<file path="config.mk">
export PLATFORM = sky130hd
export DESIGN_NAME = blg_front
export DESIGN_NICKNAME = d
export VERILOG_FILES = /design/src/hdl/blg_pkg.sv /design/src/hdl/blg_front.sv
export SDC_FILE = /design/constraint.sdc
export NUM_CORES = 1
export LEC_CHECK = 0
export ABC_AREA = 1
export BUFFER_PORTS_ARGS = -buffer_cell sky130_fd_sc_hd__buf_2
export CORE_AREA = 2 2 98 100
export DETAILED_ROUTE_END_ITERATION = 8
export DIE_AREA = 0 0 100 102
export PLACE_DENSITY_LB_ADDON = 0.05
export SETUP_SLACK_MARGIN = 0.4
export SLEW_MARGIN = 20
export SYNTH_ARGS = -nofsm -noshare
export SYNTH_HDL_FRONTEND = slang
export SYNTH_SLANG_ARGS = --single-unit
</file>
<file path="constraint.sdc">
create_clock -name i_clk -period 3.4 [get_ports i_clk]
set_input_delay 0.34 -clock i_clk [delete_from_list [all_inputs] [get_ports i_clk]]
set_output_delay 0.34 -clock i_clk [all_outputs]
set_load 0.03 [all_outputs]
</file>
<file path="src/hdl/blg_pkg.sv">
// Shared types and constants of the binomial logit GLM element.
// No dependencies; the design files other than blg_checker refer to it by scoped names.
package blg_pkg;

    // Exponential: six Horner steps of two stages each, then eight squarings.
    localparam int unsigned EXP_STEPS = 6;
    localparam int unsigned SQ_STEPS  = 8;
    localparam int unsigned LAT_EXP   = 2 * EXP_STEPS + SQ_STEPS;

    // Reciprocal divider: one quotient bit per stage.
    localparam int unsigned DIV_BITS = 31;

    // Base-two logarithm: one normalising stage, then one stage per fraction bit.
    localparam int unsigned LG_FRAC = 26;
    localparam int unsigned LAT_LG  = LG_FRAC + 1;

    localparam logic [30:0] ONE_Q30 = 31'h4000_0000;
    localparam logic [15:0] ONE_Q15 = 16'h8000;
    localparam logic [31:0] LN2_Q32 = 32'd2977044472;

    // One observation after classification.
    typedef struct packed {
        logic [15:0] mag;   // |eta|
        logic        neg;   // eta below zero
        logic [15:0] y;     // proportion, clipped to one
        logic [15:0] w;     // prior weight
        logic        wz;    // weight is zero
    } t_job;

    // Rounded-up reciprocal 2^32/k for the small Horner divisors.
    function automatic logic [32:0] recip_small(input logic [2:0] k);
        logic [32:0] m;
        unique case (k)
            3'd1:    m = 33'h1_0000_0000;
            3'd2:    m = 33'd2147483648;
            3'd3:    m = 33'd1431655766;
            3'd4:    m = 33'd1073741824;
            3'd5:    m = 33'd858993460;
            3'd6:    m = 33'd715827883;
            default: m = '0;
        endcase
        return m;
    endfunction

endpackage

</file>
<file path="src/hdl/blg_front.sv">
// Front end: takes requests, classifies eta, clips the proportion, flags zero weight.
// Uses blg_pkg; feeds blg_queue.
module blg_front (
    input  logic               i_clk,
    input  logic               i_rst_n,
    input  logic               i_valid,
    output logic               o_ready,
    input  logic signed [15:0] i_eta,
    input  logic        [15:0] i_y_value,
    input  logic        [15:0] i_weight,
    input  logic               i_q_full,
    output logic               o_push,
    output blg_pkg::t_job      o_job
);

    logic          r_valid;
    blg_pkg::t_job r_job;
    blg_pkg::t_job n_job;
    logic [16:0]   neg_mag;

    assign neg_mag   = 17'h1_0000 - {1'b0, i_eta};
    assign n_job.neg = i_eta[15];
    assign n_job.mag = i_eta[15] ? neg_mag[15:0] : i_eta;
    assign n_job.y   = (i_y_value > blg_pkg::ONE_Q15) ? blg_pkg::ONE_Q15 : i_y_value;
    assign n_job.w   = i_weight;
    assign n_job.wz  = (i_weight == 16'd0);

    assign o_push  = r_valid && !i_q_full;
    assign o_ready = !r_valid || !i_q_full;
    assign o_job   = r_job;

    always_ff @(posedge i_clk) begin
        if (!i_rst_n) begin
            r_valid <= 1'b0;
        end else if (o_ready) begin
            r_valid <= i_valid;
        end
        if (o_ready && i_valid) begin
            r_job <= n_job;
        end
    end

endmodule

</file>
After elaboration in Yosys (flattened, before gate mapping)
Cells that the tools add are included.
W data, S select, Z words.

word-level totals
  logic and storage cells = 16
  input port bits = 52
  register bits = 51
  output and inout bits = 52

cells by class
  muxes and demuxes = 1
  $add $sub $neg = 1
  reduce and logical (&&, ||, !) cells = 6
  magnitude comparators = 1

operators with widths
  operator                 count
  $gt A16 B16 Y1 const B   1
  $logic_not A16 Y1        1
  $sub A1 B16 Y16 const A  1
  $mux W15                 1
  $logic_and A1 B1 Y1      2
  $logic_not A1 Y1         2
  $logic_or A1 B1 Y1       1

Longest topological paths before layout
  depth after elaboration = 3
  mapped depth = 8
  depth with buffers taken out = 8

Worst setup path before layout
OpenSTA, ideal clock, no wires.

  kind = input to register
  from = in i_valid
  to = reg r_job, in the netlist o_job[0], enable pin
  path buffers = 0
  stages = 2
  setup slack = 109 ps
  arrival time = 2,817 ps
  library setup time = 474 ps
  path through = inv_1 -> a21oi_1

between the ends
  cells in the longest elaborated chain, start to end = 1

ends and longest elaborated chain
  item                  line             text
  start, declared       blg_front.sv:6   input logic i_valid,
  $logic_and A1 B1 Y1   blg_front.sv:38  if (o_ready && i_valid) begin
  end signal, assigned  blg_front.sv:39  r_job <= n_job;
  end, declared         blg_front.sv:17  blg_pkg::t_job r_job;

No other way between the ends.
A chain may end at the register's enable or synchronous reset.

Final worst setup path
  from = reg r_valid
  to = reg r_job, in the netlist o_job[25], enable pin

between the ends
  cells in the longest elaborated chain, start to end = 3

ends and longest elaborated chain
  item                    line             text
  start, declared         blg_front.sv:16  logic r_valid;
  start signal, assigned  blg_front.sv:36  r_valid <= i_valid;
  $logic_not A1 Y1        blg_front.sv:29  assign o_ready = !r_valid || !i_q_full;
  $logic_or A1 B1 Y1      blg_front.sv:29
  $logic_and A1 B1 Y1     blg_front.sv:38

No other way between the ends.

==> qor.yml <==
final_antenna_net_count: 0
die_h_um: 102
peakVddDrop_uv: 166
drv_cap: 0
cp.required_ns: 3.35
grt_overflow: 0
setup_tns_ns: 0
antenna_found_initial: 0
period_share_pct: 41.6
cts_tree: "yes"
fin_crit_ns: 1.41
slowest_stage: "buf_4"
drt_iter0_drc: 51
insertion_delay_ns: 0.31
routed_wl_um: 5080
vias: 1630
syn_area_mm2: 0.00215
antennaDiodeCount: 0
p_per_area_mw_per_mm2: 489
worst_slew_pin_slew_ns: 0.665
num_rows: 35
cts_sinks: 51
worst_r2r_path_depth: 2
critPathMaxStageDelay_ns: 0.54
drt-vias-per-instance: 4.09
crit_fanout: 50
drive_gt1_share_pct: 41.7
hpwl_um: 3780
grt_pass1_vias: 1603
cts_hold_buf: 0
fin_util_pct: 32.0
coreArea_mm2: 0.00911
cts_root_buf: "clkbuf_8"
clkTransAtPathRegs_ns: 0.10
slew_headroom_pct: 55.7
crit_family: "buffers and inverters"
synth_cell_types: 23
setup_viol: 0
finalInstanceArea_mm2: 0.00291
io_buffers: 103
worstSetupEndpointType: "register"
placedInstanceArea_mm2: 0.00280
syn_avg_cell_area_um2: 11.9
final_cells: 399
path_class: "register to register"
dieArea_mm2: 0.0102
skew_ns: 0.00409
crit_path_cell_trace: "a21oi_4 -> buf_4"
seq_area_frac_synth_pct: 70.9
ioPinCount: 104
grt_usage_pct: 9.77
path_buf_inv: 1
yosys_warnings: 0
postSynthCellCount: 180
place_congestion: 0.702
outcome: "complete, no violations"
final_max_slew_viol_count: 0
grt_start_max_net_pins: 51
post_cts_buffers: 0
arrival_ns: 1.36
htree_levels: 2
die_w_um: 100
clock_path_buffers: 2
drc: 0
fin_nets: 340
p_leak_nw: 1.29
rsz0062_at_grt: "no"
max_freq_mhz: 707
cp_num_cells: 2
numCtsBuffers: 5
crit_path_start_kind: "register"
area_growth_pct: 35.6
ys_ff_latch: 51
grt_pass1_wl_um: 7780
placedCellCount: 391
initial_core_util_pct: 23.6
firstDrtPassIters: 4
wl_per_cell_um: 12.7
worst_hold_path_type: "primary input to register"
min_delay_path_depth: 1
post_cts_resized: 0
finalHoldViolCount: 0
whs_ns: 0.217
synthesis.nets: 233
-- synthesized netlist by cell type, drive strengths merged --
| cell type | instances | share of area, % |
|---|---|---|
| nand3 | 5 | 1.2 |
| a21boi | 1 | 0.35 |
| nor2 | 20 | 4.0 |
| nand2 | 32 | 5.8 |
| xor2 | 3 | 1.2 |
| o21ai | 6 | 1.4 |
| clkbuf | 1 | 0.17 |
| edfxtp | 50 | 70 |
| xnor2 | 5 | 2.0 |
| inv | 26 | 4.5 |
| buf | 3 | 0.99 |
| nand3b | 2 | 0.70 |
| nand4 | 3 | 0.87 |
| nor3 | 1 | 0.23 |
| ha | 1 | 0.58 |
| a21oi | 16 | 3.9 |
| dfxtp | 1 | 0.93 |
| nor4 | 4 | 1.2 |
-- flip-flops by register name, indices dropped and copies added (netlist names) --
| signal | count |
|---|---|
| o_job | 50 |
| r_valid | 1 |
-- per-stage QoR --
step	setup slack, ns	power [mW]
floorplan	1.19	0.907
global placement	1.82	1.00
detailed placement	1.82	1.00
CTS	1.96	1.46
global route	1.91	1.49
finish	1.99	1.42
-- path summary, 6_finish.rpt --
| path | startpoint | slack, ns | to |
|---|---|---|---|
| worst max-delay path | r_valid | 1.99 | o_job[25] |
| worst min-delay path | i_eta[0] | 0.22 | o_job[34] |
| worst max register to register | r_valid | 1.99 | o_job[25] |
| worst min register to register | r_valid | 0.56 | r_valid |
-- routing by layer --
metal / track usage, % / vias up / wire [µm]
li1: - / 824 / -
met1: 12.6 / 739 / 2260
met2: 16.0 / 62 / 2370
met3: 2.74 / 5 / 394
met4: 3.16 / 0 / 53
met5: 0 / - / 0
-- cell usage in the layout (no fill, tap or decap), drive strengths merged --
| cell type | netlist | layout |
|---|---|---|
| xnor2 | 5 | 5 |
| a21boi | 1 | 1 |
| clkinv | 0 | 1 |
| nand2 | 32 | 32 |
| clkbuf | 1 | 5 |
| nor4 | 4 | 4 |
| a21oi | 16 | 16 |
| nand3b | 2 | 2 |
| buf | 3 | 104 |
| inv | 26 | 27 |
| bufinv | 0 | 1 |
| ha | 1 | 1 |
| xor2 | 3 | 3 |
| nand4 | 3 | 3 |
| nand3 | 5 | 5 |
| o21ai | 6 | 6 |
| nor2 | 20 | 20 |
| dfxtp | 1 | 1 |
| nor3 | 1 | 1 |
| edfxtp | 50 | 50 |
-- power breakdown --
part	leakage, nW	internal, mW	total, mW	switching [mW]
registers	0.498	0.740	0.751	0.0102
logic	0.738	0.0691	0.230	0.160
clock network	0.0587	0.224	0.443	0.219
total	1.29	1.03	1.42	0.390
-- logic make-up (layout without fill, tap and decap cells) --
logic type | count (synthesis) | after routing | share of synthesized area [%]
DFF | 51 | 51 | 70.9
xor gates and xnor gates | 8 | 8 | 3.26
and+or+nand+nor | 67 | 67 | 13.9
AOI/OAI and AO/OA | 23 | 23 | 5.65
buffers and inverters | 30 | 138 | 5.71
adders and majority gates | 1 | 1 | 0.583
-- area by class of cell --
| class | instances | area, µm² |
|---|---|---|
| fill | 970 | 6200 |
| sequential | 51 | 1520 |
| timing repair buffer | 104 | 523 |
| multi-input combinational | 99 | 514 |
| tap | 111 | 139 |
| inverter | 26 | 97.6 |
| clock buffer | 5 | 68.8 |
| clock inverter | 3 | 47.5 |
Note: power is estimated with default switching activity, not from simulation.
