===== src/hdl/blg_pkg.sv =====
// Shared types and constants of the binomial logit GLM element.
// No dependencies; the design files other than blg_checker refer to it by scoped names.
package blg_pkg;

    // Exponential: six Horner steps of two stages each, then eight squarings.
    localparam int unsigned EXP_STEPS = 6;
    localparam int unsigned SQ_STEPS  = 8;
    localparam int unsigned LAT_EXP   = 2 * EXP_STEPS + SQ_STEPS;

    // Reciprocal divider: one quotient bit per stage.
    localparam int unsigned DIV_BITS = 31;

    // Base-two logarithm: one normalising stage, then one stage per fraction bit.
    localparam int unsigned LG_FRAC = 26;
    localparam int unsigned LAT_LG  = LG_FRAC + 1;

    localparam logic [30:0] ONE_Q30 = 31'h4000_0000;
    localparam logic [15:0] ONE_Q15 = 16'h8000;
    localparam logic [31:0] LN2_Q32 = 32'd2977044472;

    // One observation after classification.
    typedef struct packed {
        logic [15:0] mag;   // |eta|
        logic        neg;   // eta below zero
        logic [15:0] y;     // proportion, clipped to one
        logic [15:0] w;     // prior weight
        logic        wz;    // weight is zero
    } t_job;

    // Rounded-up reciprocal 2^32/k for the small Horner divisors.
    function automatic logic [32:0] recip_small(input logic [2:0] k);
        logic [32:0] m;
        unique case (k)
            3'd1:    m = 33'h1_0000_0000;
            3'd2:    m = 33'd2147483648;
            3'd3:    m = 33'd1431655766;
            3'd4:    m = 33'd1073741824;
            3'd5:    m = 33'd858993460;
            3'd6:    m = 33'd715827883;
            default: m = '0;
        endcase
        return m;
    endfunction

endpackage


===== src/hdl/blg_queue.sv =====
// Short request queue between the front end and the arithmetic back end.
// Uses blg_pkg for the entry type.
module blg_queue #(
    parameter int unsigned DEPTH = 2
) (
    input  logic          i_clk,
    input  logic          i_rst_n,
    input  logic          i_push,
    input  blg_pkg::t_job i_job,
    output logic          o_full,
    input  logic          i_pop,
    output logic          o_empty,
    output blg_pkg::t_job o_job
);

    localparam int unsigned AW = (DEPTH > 1) ? $clog2(DEPTH) : 1;
    localparam int unsigned CW = $clog2(DEPTH + 1);

    blg_pkg::t_job r_mem [DEPTH];
    logic [AW-1:0] r_wr;
    logic [AW-1:0] r_rd;
    logic [CW-1:0] r_cnt;
    logic          do_push;
    logic          do_pop;

    assign o_full  = (r_cnt == CW'(DEPTH));
    assign o_empty = (r_cnt == '0);
    assign o_job   = r_mem[r_rd];
    assign do_push = i_push && !o_full;
    assign do_pop  = i_pop && !o_empty;

    always_ff @(posedge i_clk) begin
        if (!i_rst_n) begin
            r_wr  <= '0;
            r_rd  <= '0;
            r_cnt <= '0;
        end else begin
            if (do_push) begin
                r_wr <= (r_wr == AW'(DEPTH - 1)) ? '0 : r_wr + AW'(1);
            end
            if (do_pop) begin
                r_rd <= (r_rd == AW'(DEPTH - 1)) ? '0 : r_rd + AW'(1);
            end
            unique case ({do_push, do_pop})
                2'b10:   r_cnt <= r_cnt + CW'(1);
                2'b01:   r_cnt <= r_cnt - CW'(1);
                default: r_cnt <= r_cnt;
            endcase
        end
        if (do_push) begin
            r_mem[r_wr] <= i_job;
        end
    end

endmodule


===== config.mk =====
export PLATFORM = sky130hd
export DESIGN_NAME = blg_queue
export DESIGN_NICKNAME = d
export VERILOG_FILES = /design/src/hdl/blg_pkg.sv /design/src/hdl/blg_queue.sv
export SDC_FILE = /design/constraint.sdc
export NUM_CORES = 1
export LEC_CHECK = 0
export BUFFER_PORTS_ARGS = -buffer_cell sky130_fd_sc_hd__buf_2
export CELL_PAD_IN_SITES_DETAIL_PLACEMENT = 0
export CELL_PAD_IN_SITES_GLOBAL_PLACEMENT = 1
export CORE_ASPECT_RATIO = 0.8
export CORE_MARGIN = 3
export CORE_UTILIZATION = 43
export CTS_CLUSTER_DIAMETER = 200
export DETAILED_ROUTE_END_ITERATION = 7
export GPL_ROUTABILITY_DRIVEN = 1
export GPL_TIMING_DRIVEN = 0
export PLACE_DENSITY = 0.74
export SLEW_MARGIN = 20
export SYNTH_ARGS = -nofsm -noshare
export SYNTH_HDL_FRONTEND = slang
export SYNTH_SLANG_ARGS = --single-unit

===== constraint.sdc =====
create_clock -name i_clk -period 2.7 [get_ports i_clk]
set_input_delay 0.135 -clock i_clk [delete_from_list [all_inputs] [get_ports i_clk]]
set_output_delay 0.135 -clock i_clk [all_outputs]
set_load 0.02 [all_outputs]

## Yosys cells after proc, flatten, opt, wreduce, memory -nomap -nowiden

Memory sizes are Yosys's and may differ from the RTL's. A register that Yosys moved wholly into a read port is not among the register bits.
Cells that the tools add are included.

| cells by class | value |
|---|---|
| mux-type cells | 7 |
| reduce and logical (&&, ||, !) cells | 6 |
| equal/unequal tests | 3 |
| $add $sub $neg | 4 |

Operators with widths:

| kind | count |
|---|---|
| $mux 1 | 6 |
| $eq 2x2->1 const B | 2 |
| $pmux 2 s2 | 1 |
| $add 1x1->1 const B | 2 |
| $add 2x1->2 const B | 1 |
| $eq 2x1->1 const B | 1 |
| $logic_and 1x1->1 | 2 |
| $logic_not 1->1 | 2 |
| $logic_not 2->1 | 1 |
| $reduce_bool 2->1 | 1 |
| $sub 2x1->2 const B | 1 |

| storage, ports and cells | value |
|---|---|
| logic and storage cells | 24 |
| memories | 1 |
| bits of input ports | 54 |
| output and inout port bits | 52 |
| flip-flop bits (word level) | 4 |
| RAM bits | 100 |

Memory list:

| memory | words | width | read ports | clocked after Yosys merged registers in | wr ports | line | RTL |
|---|---|---|---|---|---|---|---|
| r_mem | 2 | 50 | 1 | 1 | 1 | blg_queue.sv:19 | `blg_pkg::t_job r_mem [DEPTH];` |

## Depth between registers and ports, before layout

| depth | value |
|---|---|
| depth in word-level cells | 5 |
| gate-level depth with buffers | 6 |
| gate-level depth less buffers | 6 |

## Worst setup path before layout

No wires, ideal clock.

| timing | value |
|---|---|
| path type | register to register |
| start | register r_cnt[0] |
| end | memory r_mem[0][0] in the netlist's numbering (enable) |
| stages on the path, launching flop included | 5 |
| clock period less this slack | 2332 ps |
| setup slack | 368 ps |
| data arrival time | 1928 ps |
| setup time | 404 ps |
| buffers on the path | 0 |
| data required time | 2296 ps |
| path through | dfxtp_1 > nand2b_2 > inv_2 > or3_1 > inv_1 |

| between the ends | value |
|---|---|
| longest elaborated chain between the ends | 5 |

Ends and longest elaborated chain:

| element | line | RTL |
|---|---|---|
| start: declaration | blg_queue.sv:22 | `logic [CW-1:0] r_cnt;` |
| start signal: assignment | blg_queue.sv:45 | `2'b10: r_cnt <= r_cnt + CW'(1);` |
| start signal: assignment | blg_queue.sv:46 | `2'b01: r_cnt <= r_cnt - CW'(1);` |
| start signal: assignment | blg_queue.sv:47 | `default: r_cnt <= r_cnt;` |
| $eq 2x2->1 | blg_queue.sv:26 | `assign o_full = (r_cnt == CW'(DEPTH));` |
| via o_full | blg_queue.sv:10 | `output logic o_full,` |
| $logic_not 1->1 | blg_queue.sv:29 | `assign do_push = i_push && !o_full;` |
| $logic_and 1x1->1 | blg_queue.sv:29 |  |
| $mux 1 | blg_queue.sv:50 | `if (do_push) begin` |
| $mux 1 (not written as such) | blg_queue.sv:51 | `r_mem[r_wr] <= i_job;` |
| end: declaration | blg_queue.sv:19 |  |

The timed path passes the listed nets, and every way through them passes these cells.

## Worst setup path after layout

| timing | value |
|---|---|
| start | register r_cnt[0] |
| end | memory r_mem[0][37] in the netlist's numbering (enable) |

| between the ends | value |
|---|---|
| longest elaborated chain between the ends | 5 |

Ends and longest elaborated chain:

| element | line |
|---|---|
| $eq 2x2->1 | blg_queue.sv:26 |
| $logic_not 1->1 | blg_queue.sv:29 |
| $logic_and 1x1->1 | blg_queue.sv:29 |
| $mux 1 | blg_queue.sv:50 |
| $mux 1 (not written as such) | blg_queue.sv:51 |

No other way between the ends.

==> flow_summary.json <==
{
  "seq_area_frac_synth_pct": 81.0,
  "grt.total_usage_pct": 13.6,
  "power_frac_comb_pct": 33.0,
  "yosysTopAreaCellShare_pct": 78.4,
  "p_int_w": 0.00301,
  "slowest_stage": "inv_4",
  "slew_violations": 0,
  "yosysWarnings": 0,
  "syn_avg_cell_area_sq_um": 21.1,
  "syn_to_final_growth_pct": 35.1,
  "max_stage_delay_ps": 520,
  "die_h_um": 90.4,
  "fin_crit_sh_pct": 71.3,
  "grt_start_max_net_pins": 51,
  "placed_area_sq_um": 4500,
  "synth-seq-cells": 105,
  "postCtsSetupRepairBufs": 0,
  "tightestPinTransition_ps": 704,
  "cp-end-kind": "flop",
  "ys_types": 19,
  "grt_pass1_vias": 2326,
  "required_ps": 2680,
  "row_count": 30,
  "synth_compound_gate_area_share_pct": 0.849,
  "vias": 2103,
  "slew_headroom_pct": 53.1,
  "core-area_sq_um": 8560,
  "finalHoldViolCount": 0,
  "synth_top_family_by_area": "multiplexers",
  "fillers": 684,
  "cts_made_buffers": 9,
  "gp_congestion": 0.689,
  "insertion_delay_ps": 350,
  "clk_pin_slew_ps": 100,
  "grt_pass1_wl_mm": 10.9,
  "worst-path-max-fanout": 50,
  "hold_path_class": "in -> reg",
  "vdd_drop_max_uv": 478,
  "arrival_ps": 1910,
  "power.switching_w": 0.00141,
  "finalSetupViolCount": 0,
  "p_clk_share_pct": 19.1,
  "cts_num_sinks": 105,
  "io_pins": 106,
  "ys_top_cells_by_area": "edfxtp_1 (78%), mux2_2 (15%), dfxtp_1 (2.6%)",
  "worstPathCellList": "nand2b_2 > inv_2 > or3_1 > inv_4",
  "final.setup.tns_ps": 0,
  "fmax_mhz": 520,
  "synth_simple_gate_area_share_pct": 1.40,
  "die_area_sq_um": 10100,
  "maxCapViolations": 0,
  "cts_resized": 0,
  "synthCells": 182,
  "netlist_area_sq_um": 3830,
  "route.detailed.drc": 0,
  "critPathKind": "reg -> reg",
  "cts_tree": "done",
  "total_power_w": 0.00441,
  "cts.hold.buffers_added": 50,
  "yosys.area_share.xor_xnor_pct": 0.686,
  "seq_power_share_pct": 48.0,
  "fin_area_sq_um": 5170,
  "muxShareOfSynthArea_pct": 14.7,
  "status": "completed",
  "fin_crit_ps": 1920,
  "clockBufferDepth": 2,
  "num_antenna_cells": 0,
  "syn_nets": 237,
  "holdWs_ps": 31.6,
  "totalWireLength_mm": 6.66,
  "initial_core_util_pct": 44.8,
  "dp_hpwl_mm": 4.14,
  "wl_per_cell_um": 14.3,
  "via_per_inst": 4.52,
  "fin_nets": 403,
  "final_core_util_pct": 60.5,
  "synth_top_cell_by_area": "edfxtp_1",
  "switching_share_pct": 31.9,
  "cts_root_buf": "clkbuf_8",
  "dr.pass1.iters": 3,
  "die_w_um": 112,
  "final.setup_skew_ps": 14.0,
  "synth_fa_ha_area_share_pct": 0.327,
  "antenna_left": 0,
  "power.leakage_nw": 1.95,
  "drive_above_1_share_pct": 50.7,
  "port-buffer-count": 105,
  "power_density_nw_per_um2": 853,
  "start_kind": "flop",
  "grt.overflow.total": 0,
  "htree_levels": 3,
  "rsz0062_at_grt": "false",
  "first_iter_violations": 35,
  "antenna_found_initial": 0
}
==> worst max-delay path, delay by kind of cell, from the launching register on <==
kind	cells	cell delay (ps)
AND/OR/NAND/NOR	2	550
buffers and inverters	2	570
flip-flops	1	430
==> power by group through the flow <==
stage / clock, W / sequential, W / combinational (W)
floorplan: 0 / 0.00215 / 0.000986
global placement: 0 / 0.00216 / 0.00141
detailed placement: 0 / 0.00216 / 0.00142
CTS: 0.000881 / 0.00212 / 0.00149
global route: 0.000938 / 0.00214 / 0.00157
finish: 0.000841 / 0.00212 / 0.00146
==> layout make-up <==
class	count	area, sq um	area share (%)
sequential	105	3100	60.0
timing repair buffer	155	1030	19.8
multi-input combinational	68	693	13.4
tap	112	140	2.71
clock buffer	10	128	2.47
clock inverter	6	42.5	0.822
buffer	6	28.8	0.556
inverter	3	13.8	0.266
==> per-stage QoR <==
stage / cells / setup slack (ps)
6_report: 465 / 775
5_1_grt: 465 / 664
4_1_cts: 465 / 744
3_5_place_dp: 399 / 772
3_3_place_gp: 399 / -222
2_1_floorplan: 182 / 368
==> worst paths after layout <==
path / start / slack [ps] / endpoint / depth (start not counted)
setup reg to reg: r_cnt[0] / 780 / r_mem[0][37] / 4
setup / recovery: r_cnt[0] / 780 / r_mem[0][37] / 4
hold / removal: i_rst_n / 30 / r_cnt[0] / 2
hold reg to reg: r_wr / 520 / r_wr / 2
==> layout by cell type (no fill, tap or decap) <==
cell	instances
buf_2	110
edfxtp_1	100
mux2_2	50
dlygate4sd3_1	50
clkbuf_8	9
dfxtp_1	5
xnor2_1	3
clkbuf_1	2
nor2b_1	2
or3_1	2
o21ai_0	2
a21boi_1	2
clkinvlp_4	2
inv_6	2
clkinv_2	2
o21a_1	1
nor2_1	1
nand2b_2	1
inv_2	1
nand2_1	1
and3_4	1
inv_1	1
inv_4	1
and2_1	1
ha_1	1
==> state kept, by name, indices dropped and copies added, names as in the netlist, named ones only <==
signal / count
r_cnt: 2
r_rd: 1
r_wr: 1
r_mem: 100
==> cell usage after synthesis <==
cell type,n
a21boi_1,2
and2_1,1
and3_1,1
buf_2,5
clkbuf_1,1
dfxtp_1,5
edfxtp_1,100
ha_1,1
inv_1,2
inv_2,1
mux2_2,50
nand2_1,1
nand2b_2,1
nor2_1,1
nor2b_1,2
o21a_1,1
o21ai_0,2
or3_1,2
xnor2_1,3
==> per-layer routing <==
metal	up-vias	routed length, um	track usage (%)
met5	-	0	0
met4	0	77	3.34
met3	9	505	5.89
met2	71	3280	23.6
met1	988	2800	15.6
li1	1035	-	-
==> cells by family after synthesis <==
group | count (synthesis)
compound gates | 5
mux | 50
xor+xnor | 3
fa+ha+maj | 1
buf+inv | 9
flops | 105
simple gates | 9
Power figures use the tool's default switching activity.
